**src/hw/rtl/rpi_pkg.sv**
```systemverilog
// Shared widths, constants, types and codes of the ramped PI speed controller.
package rpi_pkg;

	// Field and state widths
	localparam int MEAS_W  = 16;
	localparam int SP_W    = 15;
	localparam int FREQ_W  = 13;
	localparam int ERR_W   = 18;
	localparam int DRIVE_W = 34;
	localparam int GN_W    = 24;
	localparam int GP_W    = 25;
	localparam int ACC_W   = 45;
	localparam int PROD_W  = 48;
	localparam int FRAC_W  = 28;
	localparam int SCALE_W = 14;
	localparam int CFG_IDX_W = 3;
	localparam int CFG_DAT_W = 25;

	typedef logic signed [ACC_W-1:0]   acc_t;
	typedef logic        [PROD_W-1:0]  prod_t;
	typedef logic        [DRIVE_W-1:0] drive_t;

	// Upper limit of the PI output: 60 Hz with 28 fraction bits
	localparam drive_t U_MAX = drive_t'(60) << FRAC_W;

	// Centihertz scale: freq = floor(u * 13333 / (100 * 2^28))
	localparam logic [SCALE_W-1:0] FREQ_SCALE = 14'd13333;
	localparam prod_t DIV_TOP = prod_t'(100) << (FRAC_W + FREQ_W - 1);
	localparam logic [FREQ_W-1:0] FREQ_MAX = 13'd7999;

	// Register reset values
	localparam logic [SP_W-1:0]          RAMP_STEP_RST = 15'd960;
	localparam logic [GN_W-1:0]          GAIN_NOW_RST  = 24'd404980;
	localparam logic signed [GP_W-1:0]   GAIN_PREV_RST = -25'sd335544;

	// Register indexes
	typedef enum logic [CFG_IDX_W-1:0] {
		CFG_RUN_ENABLE   = 3'd0,
		CFG_CLOSED_LOOP  = 3'd1,
		CFG_TARGET_SPEED = 3'd2,
		CFG_TARGET_FREQ  = 3'd3,
		CFG_RAMP_STEP    = 3'd4,
		CFG_GAIN_NOW     = 3'd5,
		CFG_GAIN_PREV    = 3'd6
	} cfg_idx_t;

	// Tick sequencer states
	typedef enum logic [2:0] {
		ST_IDLE,
		ST_RAMP,
		ST_ERR,
		ST_MAC,
		ST_SUM,
		ST_SCALE,
		ST_DIV,
		ST_DONE
	} state_t;

endpackage

```
**src/hw/rtl/ramped_pi_speed_controller_core.sv**
```systemverilog
// Top level of the ramped PI speed controller: registers, tick sequencer, output word.
//
// One input word on s_axis is one control tick and carries the measured speed
// (1/16 RPM). Each tick yields exactly one output word on m_axis with the drive
// frequency (centihertz), the ramped setpoint and the clamp flag.
// The cfg port writes one register per cycle while cfg_we is high; write it only
// while no tick is in flight.
// In stop or open-loop mode a tick goes from accept through the ramp state to the
// output register. In closed loop it also passes through the error, multiply, sum,
// scale and divide states, using the bit-serial error multiplier (one error bit
// per cycle, both terms in parallel lanes) and the restoring quotient unit that
// makes centihertz. A new word is accepted once the previous tick has reached the
// output register.
// If m_axis stalls, the finished word holds in the output register, the next
// tick may still be accepted and run, and it waits before its own output load.
// Reset (arst_n low) clears setpoint, PI history, the sequencer and the output
// valid, and loads the register defaults.
module ramped_pi_speed_controller_core (
	input  logic                              clk,
	input  logic                              arst_n,
	input  logic                              cfg_we,
	input  logic [rpi_pkg::CFG_IDX_W-1:0]     cfg_index,
	input  logic [rpi_pkg::CFG_DAT_W-1:0]     cfg_wdata,
	input  logic                              s_axis_tvalid,
	output logic                              s_axis_tready,
	// [15:0] measured_speed
	input  logic [15:0]                       s_axis_tdata,
	output logic                              m_axis_tvalid,
	input  logic                              m_axis_tready,
	// [12:0] drive_freq, [27:13] speed_setpoint, [28] output_clamped, [31:29] zero
	output logic [31:0]                       m_axis_tdata
);

	localparam int SP_PAD   = rpi_pkg::ERR_W - rpi_pkg::SP_W;
	localparam int MEAS_PAD = rpi_pkg::ERR_W - rpi_pkg::MEAS_W;
	localparam int DRV_PAD  = rpi_pkg::ACC_W - rpi_pkg::DRIVE_W;

	// Configuration registers
	logic                              run_enable_q;
	logic                              closed_loop_q;
	logic [rpi_pkg::SP_W-1:0]          target_speed_q;
	logic [rpi_pkg::FREQ_W-1:0]        target_freq_q;
	logic [rpi_pkg::SP_W-1:0]          ramp_step_q;
	logic [rpi_pkg::GN_W-1:0]          gain_now_q;
	logic signed [rpi_pkg::GP_W-1:0]   gain_prev_q;

	// Loop state
	logic [rpi_pkg::SP_W-1:0]          sp_q;
	logic signed [rpi_pkg::ERR_W-1:0]  prev_err_q;
	rpi_pkg::drive_t                   drive_q;

	// Tick work registers
	rpi_pkg::state_t                   state_q, state_d;
	logic [rpi_pkg::MEAS_W-1:0]        meas_q;
	logic [rpi_pkg::FREQ_W-1:0]        res_freq_q;
	logic                              res_clamp_q;
	logic                              out_valid_q;
	logic [31:0]                       out_data_q;

	// Sequencer outputs
	logic                              in_take;
	logic                              mac_start;
	logic                              div_start;
	logic                              out_load;

	// Datapath signals
	logic [rpi_pkg::SP_W-1:0]          sp_next;
	logic signed [rpi_pkg::ERR_W-1:0]  err;
	rpi_pkg::acc_t                     prod_now, prod_prev;
	rpi_pkg::acc_t                     u_sum;
	rpi_pkg::acc_t                     u_max_ext;
	rpi_pkg::drive_t                   u_clamped;
	logic                              u_hit;
	logic                              mac_done;
	logic                              div_done;
	logic [rpi_pkg::FREQ_W-1:0]        div_freq;
	logic                              in_fire;
	logic                              loop_on;

	assign in_fire = s_axis_tvalid && s_axis_tready;
	assign loop_on = run_enable_q && closed_loop_q;

	// Write configuration registers
	always_ff @(posedge clk or negedge arst_n) begin
		if (!arst_n) begin
			run_enable_q   <= 1'b0;
			closed_loop_q  <= 1'b1;
			target_speed_q <= '0;
			target_freq_q  <= '0;
			ramp_step_q    <= rpi_pkg::RAMP_STEP_RST;
			gain_now_q     <= rpi_pkg::GAIN_NOW_RST;
			gain_prev_q    <= rpi_pkg::GAIN_PREV_RST;
		end else if (cfg_we) begin
			case (cfg_index)
				rpi_pkg::CFG_RUN_ENABLE:   run_enable_q   <= cfg_wdata[0];
				rpi_pkg::CFG_CLOSED_LOOP:  closed_loop_q  <= cfg_wdata[0];
				rpi_pkg::CFG_TARGET_SPEED: target_speed_q <= cfg_wdata[rpi_pkg::SP_W-1:0];
				rpi_pkg::CFG_TARGET_FREQ:  target_freq_q  <= cfg_wdata[rpi_pkg::FREQ_W-1:0];
				rpi_pkg::CFG_RAMP_STEP:    ramp_step_q    <= cfg_wdata[rpi_pkg::SP_W-1:0];
				rpi_pkg::CFG_GAIN_NOW:     gain_now_q     <= cfg_wdata[rpi_pkg::GN_W-1:0];
				rpi_pkg::CFG_GAIN_PREV:    gain_prev_q    <= cfg_wdata[rpi_pkg::GP_W-1:0];
				default: ;
			endcase
		end
	end

	// Step the setpoint toward the target, stopping at the target
	always_comb begin
		sp_next = sp_q;
		if (sp_q < target_speed_q) begin
			if ((target_speed_q - sp_q) <= ramp_step_q) begin
				sp_next = target_speed_q;
			end else begin
				sp_next = sp_q + ramp_step_q;
			end
		end else if (sp_q > target_speed_q) begin
			if ((sp_q - target_speed_q) <= ramp_step_q) begin
				sp_next = target_speed_q;
			end else begin
				sp_next = sp_q - ramp_step_q;
			end
		end
	end

	// Speed error against the ramped setpoint
	assign err = $signed({{SP_PAD{1'b0}}, sp_q}) - $signed({{MEAS_PAD{1'b0}}, meas_q});

	// Sum the velocity-form terms and saturate to 0..60 Hz
	assign u_max_ext = rpi_pkg::acc_t'({{DRV_PAD{1'b0}}, rpi_pkg::U_MAX});
	assign u_sum = rpi_pkg::acc_t'({{DRV_PAD{1'b0}}, drive_q}) + prod_now + prod_prev;

	always_comb begin
		u_clamped = u_sum[rpi_pkg::DRIVE_W-1:0];
		u_hit     = 1'b0;
		if (u_sum > u_max_ext) begin
			u_clamped = rpi_pkg::U_MAX;
			u_hit     = 1'b1;
		end else if (u_sum < 0) begin
			u_clamped = '0;
			u_hit     = 1'b1;
		end
	end

	rpi_mac u_mac (
		.clk       (clk),
		.arst_n    (arst_n),
		.start     (mac_start),
		.err       (err),
		.prev_err  (prev_err_q),
		.gain_now  (gain_now_q),
		.gain_prev (gain_prev_q),
		.done      (mac_done),
		.prod_now  (prod_now),
		.prod_prev (prod_prev)
	);

	rpi_fdiv u_fdiv (
		.clk    (clk),
		.arst_n (arst_n),
		.start  (div_start),
		.drive  (drive_q),
		.done   (div_done),
		.freq   (div_freq)
	);

	// Next state
	always_comb begin
		state_d = state_q;
		case (state_q)
			rpi_pkg::ST_IDLE:  if (in_fire) state_d = rpi_pkg::ST_RAMP;
			rpi_pkg::ST_RAMP:  state_d = loop_on ? rpi_pkg::ST_ERR : rpi_pkg::ST_DONE;
			rpi_pkg::ST_ERR:   state_d = rpi_pkg::ST_MAC;
			rpi_pkg::ST_MAC:   if (mac_done) state_d = rpi_pkg::ST_SUM;
			rpi_pkg::ST_SUM:   state_d = rpi_pkg::ST_SCALE;
			rpi_pkg::ST_SCALE: state_d = rpi_pkg::ST_DIV;
			rpi_pkg::ST_DIV:   if (div_done) state_d = rpi_pkg::ST_DONE;
			rpi_pkg::ST_DONE:  if (!out_valid_q || m_axis_tready) state_d = rpi_pkg::ST_IDLE;
			default:           state_d = rpi_pkg::ST_IDLE;
		endcase
	end

	// Sequencer outputs
	always_comb begin
		in_take   = 1'b0;
		mac_start = 1'b0;
		div_start = 1'b0;
		out_load  = 1'b0;
		case (state_q)
			rpi_pkg::ST_IDLE:  in_take   = 1'b1;
			rpi_pkg::ST_ERR:   mac_start = 1'b1;
			rpi_pkg::ST_SCALE: div_start = 1'b1;
			rpi_pkg::ST_DONE:  out_load  = !out_valid_q || m_axis_tready;
			default: ;
		endcase
	end

	assign s_axis_tready = in_take;

	// Advance the sequencer and the loop state
	always_ff @(posedge clk or negedge arst_n) begin
		if (!arst_n) begin
			state_q    <= rpi_pkg::ST_IDLE;
			sp_q       <= '0;
			prev_err_q <= '0;
			drive_q    <= '0;
		end else begin
			state_q <= state_d;
			if (state_q == rpi_pkg::ST_RAMP) begin
				if (loop_on) begin
					sp_q <= sp_next;
				end else begin
					sp_q       <= '0;
					prev_err_q <= '0;
					drive_q    <= '0;
				end
			end
			if (state_q == rpi_pkg::ST_SUM) begin
				drive_q    <= u_clamped;
				prev_err_q <= err;
			end
		end
	end

	// Capture the measurement and the tick result
	always_ff @(posedge clk) begin
		if (in_fire) begin
			meas_q <= s_axis_tdata[rpi_pkg::MEAS_W-1:0];
		end
		if (state_q == rpi_pkg::ST_RAMP && !loop_on) begin
			res_freq_q  <= run_enable_q ? target_freq_q : '0;
			res_clamp_q <= 1'b0;
		end
		if (state_q == rpi_pkg::ST_SUM) begin
			res_clamp_q <= u_hit;
		end
		if (state_q == rpi_pkg::ST_DIV && div_done) begin
			res_freq_q <= div_freq;
		end
		if (out_load) begin
			out_data_q <= {3'b000, res_clamp_q, sp_q, res_freq_q};
		end
	end

	// Hold the output word until taken
	always_ff @(posedge clk or negedge arst_n) begin
		if (!arst_n) begin
			out_valid_q <= 1'b0;
		end else if (out_load) begin
			out_valid_q <= 1'b1;
		end else if (m_axis_tready) begin
			out_valid_q <= 1'b0;
		end
	end

	assign m_axis_tvalid = out_valid_q;
	assign m_axis_tdata  = out_data_q;

	// Multiplier finishes only while the sequencer waits for it
	a_mac_done_in_mac: assert property (@(posedge clk) disable iff (!arst_n)
		mac_done |-> state_q == rpi_pkg::ST_MAC)
		else $error("multiplier done outside its wait state");

	// Sum stage is entered only right after the multiplier finished
	a_sum_after_mac: assert property (@(posedge clk) disable iff (!arst_n)
		state_q == rpi_pkg::ST_SUM |-> $past(mac_done))
		else $error("sum stage entered without multiplier result");

	// Kept PI output stays within the saturation range
	a_drive_range: assert property (@(posedge clk) disable iff (!arst_n)
		drive_q <= rpi_pkg::U_MAX)
		else $error("stored PI output above limit");

	// Converted frequency never exceeds the 60 Hz equivalent
	a_freq_range: assert property (@(posedge clk) disable iff (!arst_n)
		div_done |-> div_freq <= rpi_pkg::FREQ_MAX)
		else $error("converted frequency out of range");

endmodule

```
**src/hw/rtl/rpi_mac.sv**
```systemverilog
// Bit-serial two-lane shift-add multiplier for the PI error terms.
module rpi_mac (
	input  logic                              clk,
	input  logic                              arst_n,
	input  logic                              start,
	input  logic signed [rpi_pkg::ERR_W-1:0]  err,
	input  logic signed [rpi_pkg::ERR_W-1:0]  prev_err,
	input  logic        [rpi_pkg::GN_W-1:0]   gain_now,
	input  logic signed [rpi_pkg::GP_W-1:0]   gain_prev,
	output logic                              done,
	output rpi_pkg::acc_t                     prod_now,
	output rpi_pkg::acc_t                     prod_prev
);

	localparam int CNT_W = $clog2(rpi_pkg::ERR_W);
	localparam logic [CNT_W-1:0] LAST_BIT = CNT_W'(rpi_pkg::ERR_W - 1);

	logic                         busy_q;
	logic                         done_q;
	logic [CNT_W-1:0]             cnt_q;
	rpi_pkg::acc_t                mc_a_q, mc_b_q;
	logic [rpi_pkg::ERR_W-1:0]    ml_a_q, ml_b_q;
	rpi_pkg::acc_t                acc_a_q, acc_b_q;
	rpi_pkg::acc_t                term_a, term_b;

	// Select this bit's partial products; the sign bit carries negative weight
	always_comb begin
		term_a = ml_a_q[0] ? mc_a_q : '0;
		term_b = ml_b_q[0] ? mc_b_q : '0;
	end

	// Control: count one multiplier bit per cycle
	always_ff @(posedge clk or negedge arst_n) begin
		if (!arst_n) begin
			busy_q <= 1'b0;
			done_q <= 1'b0;
			cnt_q  <= '0;
		end else begin
			done_q <= 1'b0;
			if (start) begin
				busy_q <= 1'b1;
				cnt_q  <= '0;
			end else if (busy_q) begin
				cnt_q <= cnt_q + 1'b1;
				if (cnt_q == LAST_BIT) begin
					busy_q <= 1'b0;
					done_q <= 1'b1;
				end
			end
		end
	end

	// Datapath: shift multiplicands left, multipliers right, accumulate
	always_ff @(posedge clk) begin
		if (start) begin
			mc_a_q  <= rpi_pkg::acc_t'({{(rpi_pkg::ACC_W-rpi_pkg::GN_W){1'b0}}, gain_now});
			mc_b_q  <= rpi_pkg::acc_t'({{(rpi_pkg::ACC_W-rpi_pkg::GP_W){gain_prev[rpi_pkg::GP_W-1]}},
				gain_prev});
			ml_a_q  <= err;
			ml_b_q  <= prev_err;
			acc_a_q <= '0;
			acc_b_q <= '0;
		end else if (busy_q) begin
			mc_a_q <= mc_a_q <<< 1;
			mc_b_q <= mc_b_q <<< 1;
			ml_a_q <= ml_a_q >> 1;
			ml_b_q <= ml_b_q >> 1;
			if (cnt_q == LAST_BIT) begin
				acc_a_q <= acc_a_q - term_a;
				acc_b_q <= acc_b_q - term_b;
			end else begin
				acc_a_q <= acc_a_q + term_a;
				acc_b_q <= acc_b_q + term_b;
			end
		end
	end

	assign done      = done_q;
	assign prod_now  = acc_a_q;
	assign prod_prev = acc_b_q;

endmodule

```
**src/hw/rtl/rpi_fdiv.sv**
```systemverilog
// Centihertz conversion: constant scale, then one quotient bit per cycle.
module rpi_fdiv (
	input  logic                        clk,
	input  logic                        arst_n,
	input  logic                        start,
	input  rpi_pkg::drive_t             drive,
	output logic                        done,
	output logic [rpi_pkg::FREQ_W-1:0]  freq
);

	localparam int CNT_W = $clog2(rpi_pkg::FREQ_W);
	localparam logic [CNT_W-1:0] LAST_BIT = CNT_W'(rpi_pkg::FREQ_W - 1);

	logic                        busy_q;
	logic                        done_q;
	logic [CNT_W-1:0]            cnt_q;
	rpi_pkg::prod_t              rem_q;
	rpi_pkg::prod_t              dv_q;
	logic [rpi_pkg::FREQ_W-1:0]  quo_q;
	logic                        fits;

	assign fits = (rem_q >= dv_q);

	// Control: one restoring step per cycle, most significant bit first
	always_ff @(posedge clk or negedge arst_n) begin
		if (!arst_n) begin
			busy_q <= 1'b0;
			done_q <= 1'b0;
			cnt_q  <= '0;
		end else begin
			done_q <= 1'b0;
			if (start) begin
				busy_q <= 1'b1;
				cnt_q  <= '0;
			end else if (busy_q) begin
				cnt_q <= cnt_q + 1'b1;
				if (cnt_q == LAST_BIT) begin
					busy_q <= 1'b0;
					done_q <= 1'b1;
				end
			end
		end
	end

	// Datapath: scale on start, then compare and subtract the shifted divisor
	always_ff @(posedge clk) begin
		if (start) begin
			rem_q <= rpi_pkg::prod_t'(drive) * rpi_pkg::prod_t'(rpi_pkg::FREQ_SCALE);
			dv_q  <= rpi_pkg::DIV_TOP;
			quo_q <= '0;
		end else if (busy_q) begin
			if (fits) begin
				rem_q <= rem_q - dv_q;
			end
			dv_q  <= dv_q >> 1;
			quo_q <= {quo_q[rpi_pkg::FREQ_W-2:0], fits};
		end
	end

	assign done = done_q;
	assign freq = quo_q;

endmodule

```
**config.mk**
```make
export PLATFORM = sky130hd
export DESIGN_NAME = ramped_pi_speed_controller_core
export DESIGN_NICKNAME = d
export VERILOG_FILES = /design/src/hw/rtl/rpi_pkg.sv /design/src/hw/rtl/ramped_pi_speed_controller_core.sv /design/src/hw/rtl/rpi_mac.sv /design/src/hw/rtl/rpi_fdiv.sv
export SDC_FILE = /design/constraint.sdc
export NUM_CORES = 2
export LEC_CHECK = 0
export ABC_AREA = 1
export BUFFER_PORTS_ARGS = -buffer_cell sky130_fd_sc_hd__buf_2
export CAP_MARGIN = 20
export CORE_MARGIN = 1.5
export CORE_UTILIZATION = 65
export CTS_BUF_LIST = sky130_fd_sc_hd__clkbuf_8 sky130_fd_sc_hd__clkbuf_16
export CTS_CLUSTER_DIAMETER = 150
export DETAILED_ROUTE_END_ITERATION = 8
export PLACE_DENSITY = 0.79
export SLEW_MARGIN = 20
export SYNTH_ARGS = -nofsm -noshare
export SYNTH_HDL_FRONTEND = slang
export SYNTH_SLANG_ARGS = --single-unit
export TNS_END_PERCENT = 10
```
**constraint.sdc**
```tcl
create_clock -name clk -period 14.7 [get_ports clk]
set_clock_uncertainty 0.05 [all_clocks]
set_input_delay 2.94 -clock clk [delete_from_list [all_inputs] [get_ports clk]]
set_output_delay 2.94 -clock clk [all_outputs]
set_load 0.005 [all_outputs]
```
# ---- After elaboration in Yosys (flattened, before gate mapping)
# Index checks and enable logic that the tools add are counted.
# W data, S select, Z words.
dict set report word_totals {
  mem_bits_ro 0
  output_inout_bits 34
  n_memories 0
  word_cells 165
  mem_bits_rw 0
  regBits 561
  latch_bits 0
  inputBits 49
}
dict set report classes {
  div_mod_pow 0
  mux 63
  addsub 14
  multipliers 1
  bitwise 0
  n_reduce_logical 27
  n_shift 0
  n_eq_ne 21
  magnitude_cmp 7
}
# operator count
set ops {}
lappend ops {{$mux W45} 6}
lappend ops {{$mux W34} 5}
lappend ops {{$mux W48} 3}
lappend ops {{$add A45 B45 Y45} 3}
lappend ops {{$mux W18} 7}
lappend ops {{$sub A45 B45 Y45} 2}
lappend ops {{$mux W15} 5}
lappend ops {{$ge A48 B47 Y1} 1}
lappend ops {{$mul A34 B14 Y48 const B} 1}
lappend ops {{$mux W24} 2}
lappend ops {{$sub A48 B47 Y48} 1}
lappend ops {{$add A35 B45 Y45} 1}
lappend ops {{$gt A45 B35 Y1 const B} 1}
lappend ops {{$lt A45 B1 Y1 const B} 1}
lappend ops {{$sub A15 B15 Y15} 3}
lappend ops {{$mux W13} 3}
lappend ops {{$le A15 B15 Y1} 2}
lappend ops {{$pmux W3 S8} 1}
lappend ops {{$mux W1} 22}
lappend ops {{$eq A3 B3 Y1 const B} 7}
lappend ops {{$reduce_and A2 Y1} 10}
lappend ops {{$sub A15 B16 Y17} 1}
lappend ops {{$add A15 B15 Y15} 1}
lappend ops {{$gt A15 B15 Y1} 1}
lappend ops {{other kinds (19)} 43}

# ---- Logic depth before layout (Yosys ltp)
dict set report depth {
  ltp_word 6
  ltp_mapped 30
  mapped_depth_nobuf 29
}

# ---- By module
# A second synthesis with hierarchy kept.
dict set report unflattened {
  cells_unflattened 7518
  area_unflattened_um2 52187.6
}
# mod cells_each area_each_um2 instances seq_area_each_um2
set by_module_without_submodules {}
lappend by_module_without_submodules {rpi_fdiv 2631 17724.5 1 2792.7}
lappend by_module_without_submodules {ramped_pi_speed_controller_core 2324 17654.4 1 5911.9}
lappend by_module_without_submodules {rpi_mac 2563 16808.6 1 5550.3}

# ---- Worst setup path after synthesis
# OpenSTA, ideal clock, no wires.
dict set report synth_timing {
  path_kind {flip-flop to flip-flop}
  startpoint {register drive_q[1]}
  endpoint {register u_fdiv.rem_q[40], data pin}
  t_arrival_ns 4.839
  synth_period_minus_slack_ns 5.149
  slack_ns 9.551
  stages_incl_launch_ff 27
  t_required_ns 14.390
  setup_time_ns 0.260
  path_buffers 0
  path_cell_list {dfrtp_1 ha_1 inv_1 fa_1 inv_1 ha_1 inv_1 fa_1 inv_1 fa_1 inv_1 fa_1 inv_1 ha_1 nand2_1 nor2_1 inv_1 nor2_1 and3_1 a21oi_1 o21ai_0 a21o_1 nand2_1 nand2_1 nand2_1 nand2_1 o21ai_0}
}
dict set report synth_between {
  elab_chain_cells 2
}
# item line
set synth_rtl {}
lappend synth_rtl {{start: declaration} ramped_pi_speed_controller_core.sv:50} ;# rpi_pkg::drive_t drive_q;
lappend synth_rtl {{start signal: assignment} ramped_pi_speed_controller_core.sv:218} ;# drive_q <= u_clamped;
lappend synth_rtl {{$mul A34 B14 Y48} rpi_fdiv.sv:48} ;# rem_q <= rpi_pkg::prod_t'(drive) * rpi_pkg::prod_t'(rpi_pkg::FREQ_SCALE);
lappend synth_rtl {{$mux W48} rpi_fdiv.sv:47} ;# if (start) begin
lappend synth_rtl {{end signal: assignment} rpi_fdiv.sv:48}
lappend synth_rtl {{end signal: assignment} rpi_fdiv.sv:53} ;# rem_q <= rem_q - dv_q;
lappend synth_rtl {{end: declaration} rpi_fdiv.sv:17} ;# rpi_pkg::prod_t rem_q;
# Every way passes these cells.
# A chain may end at the register's enable or synchronous reset.

# ---- Worst setup path in the final report
# Ends and elaborated chain as after synthesis.

==> impl_metrics.py <==
metrics = {
    "floorplanning": {
        "die_w_um": 280.3,
        "dieArea_mm2": 0.07859,
        "ioPinCount": 83,
        "fp.dieH_um": 280.3,
        "rows": 101,
        "coreArea_mm2": 0.07608,
        "initial_utilization": 0.6572,
    },
    "synth": {
        "ys_seq_area_frac": 0.2851,
        "syn_inst": 6891,
        "synth-main-ff-cell": "edfxtp_1",
        "synth_edf_count": 212,
        "syn_avg_cell_area_um2": 7.255,
        "synth_seq_cells": 560,
        "async_flop_share": 0.3161,
        "syn-cell-area_mm2": 0.04999,
        "synth.distinct_cells": 69,
        "yosys_warnings": 0,
    },
    "route": {
        "dr.pass1.iters": 8,
        "vias": 45720,
        "drtIter0Drc": 3962,
        "via_per_inst": 5.731,
        "drc": 0,
        "wl_um": 144900,
        "routedWlPerCell_um": 18.17,
        "antenna_left": 0,
    },
    "setup_path": {
        "crit_path_max_fanout": 7,
        "worstRegToRegCells": 26,
        "worstSetupEndpointType": "register",
        "cp.required_ps": 15020,
        "crit_slowest_cell": "fa_1",
        "timing.rr.end": "u_fdiv.rem_q[40]",
        "cp_common_cell": "inv_1",
        "rrSetupSlack_ps": 8930,
        "r2r-start": "drive_q[1]",
        "slowest_delay_ps": 540,
        "critPathKind": "reg2reg",
        "worstPathArrival_ps": 6100,
        "worstSetupStartpointType": "register",
    },
    "sta": {
        "worst_slew_pin_slew_ps": 1138,
        "finalSetupViolCount": 0,
        "max_freq_mhz": 173.2,
        "finalCriticalPeriod_ps": 5775,
        "whs_ps": 370.3,
        "slew_headroom": 0.2407,
        "finalCritPeriodShare": 0.3929,
        "slew_viol_final": 0,
        "rsz0062_at_grt": "no",
        "setup_tns_ps": 0,
        "hold_viol": 0,
    },
    "min_path": {
        "hp-start": "res_freq_q[5]",
        "hp-class": "reg2reg",
        "hold_depth": 0,
        "hold_path_end": "m_axis_tdata[5]",
    },
    "cts": {
        "cts_sinks": 560,
        "htreeDepth": 3,
        "cts_tree": "yes",
        "post_cts_resized": 0,
        "cts-hold-fix-buffers": 0,
        "clockBufferDepth": 3,
        "cts-root-buf": "clkbuf_16",
        "cts.clk_slew.worst_paths_ps": 60,
        "cts_buffers": 66,
        "clkLatencyLatePin_ps": 650,
        "post_cts_buffers": 0,
    },
    "place": {
        "place_congestion": 0.9902,
        "port_buffers": 79,
        "dpl.hpwl_um": 114200,
    },
    "grt": {
        "grt_pass1_vias": 43560,
        "grt_usage": 0.3669,
        "grt_max_degree": 117,
        "grt_pass1_wl_um": 228100,
        "grt_antenna_before_repair": 2,
        "grt_overflow": 0,
    },
    "flow_run": {
        "maxCapViolCount": 0,
    },
    "layout": {
        "syn_to_final_growth_pct": 6.802,
        "final_cell_mix": "nand2_1, inv_1, ha_1",
        "final_common_cell": "nand2_1",
        "layout.nets": 7642,
        "final_layout_size_suffix_gt1_frac": 0.04491,
    },
    "outcome": {
        "status": "finished clean",
    },
}
## synth_stat cells, types with 33 or more instances
master	instances	area, um2
o21ai_0	525	2628
a21oi_1	492	2462
nand4_1	46	287.8
a31oi_1	75	469.2
fa_1	152	3043
xor2_1	179	1568
inv_1	1265	4748
o21bai_1	66	495.5
nand3_1	227	1136
nand2_1	1592	5976
xnor2_1	63	551.8
nor3_1	59	295.3
o211ai_1	33	247.7
dfxtp_1	171	3423
clkbuf_1	129	484.2
nor2_1	539	2023
ha_1	546	6832
edfxtp_1	212	6366
a21o_1	34	255.2
dfrtp_1	148	3704
## cell type report
class,count,area [um2]
inverters,1275,4791
well taps,1030,1289
clock inverters,48,439.2
fillers,6489,22680
diodes,1,2.502
flip-flops and latches,560,14260
clock buffers,72,1757
multi-input cells,4894,30310
repair buffers,98,546.8
## worst max path at each step
| stage | startpoint | cells after the start | endpoint |
|---|---|---|---|
| after floorplan | drive_q[1] | 26 | u_fdiv.rem_q[40] |
| after global placement | drive_q[5] | 22 | u_fdiv.rem_q[40] |
| after detailed placement | drive_q[5] | 22 | u_fdiv.rem_q[40] |
| after CTS | drive_q[5] | 22 | u_fdiv.rem_q[40] |
| after global routing | drive_q[1] | 26 | u_fdiv.rem_q[40] |
| final | drive_q[1] | 26 | u_fdiv.rem_q[40] |
## metrics by stage
| stage | std cells | utilization | setup WS (ps) | instance area (um2) |
|---|---|---|---|---|
| after floorplan | 6893 | - | 9551 | 50000 |
| after global placement | 7857 | 0.6730 | 9031 | 51200 |
| after detailed placement | 7857 | 0.6730 | 8929 | 51200 |
| after CTS | 7977 | 0.7018 | 8904 | 53390 |
| after global routing | 7977 | 0.7018 | 8478 | 53390 |
| final | 7978 | 0.7019 | 8925 | 53400 |
## sequential cells by signal (all words and copies together) (netlist names), 4 cells and up
name / flops
sp_q: 15
ramp_step_q: 15
u_fdiv.rem_q: 48
m_axis_tdata: 29
u_fdiv.dv_q: 47
u_fdiv.freq: 13
u_mac.cnt_q: 5
target_speed_q: 15
u_mac.ml_a_q: 18
target_freq_q: 13
gain_prev_q: 25
meas_q: 16
u_mac.mc_b_q: 45
drive_q: 34
gain_now_q: 24
res_freq_q: 13
u_mac.ml_b_q: 18
u_mac.mc_a_q: 45
u_fdiv.cnt_q: 4
u_mac.prod_now: 45
prev_err_q: 17
u_mac.prod_prev: 45
## worst max-delay path: cells and delay by family, from the launching register on
| family | cells | cell delay (ps) |
|---|---|---|
| flip-flops | 1 | 480 |
| AO/OA/AOI/OAI | 4 | 840 |
| buffers and inverters | 7 | 360 |
| AND/OR/NAND/NOR | 8 | 800 |
| adder cells (fa/ha/maj) | 7 | 3000 |
## cells by family after synthesis
family,count (synthesis),synth area share
and+or+nand+nor,2561,0.2080
buffers and inverters,1439,0.1095
AOI/OAI and AO/OA,1388,0.1568
adders and majority gates,698,0.1975
DFF,560,0.2851
xor gates and xnor gates,243,0.04272
other,1,0.00007501
muxes,1,0.0002252
## routing by layer
layer	track usage	part of all wire	up-vias
met5	0	0	-
met3	0.05562	0.083	328
li1	-	-	22340
met2	0.5906	0.45	1798
met1	0.5045	0.43	21260
met4	0.1247	0.034	0
Power is left out: the tool's default activity adds up to more than one toggle a clock period on the data nets, which glitch-free logic cannot reach.
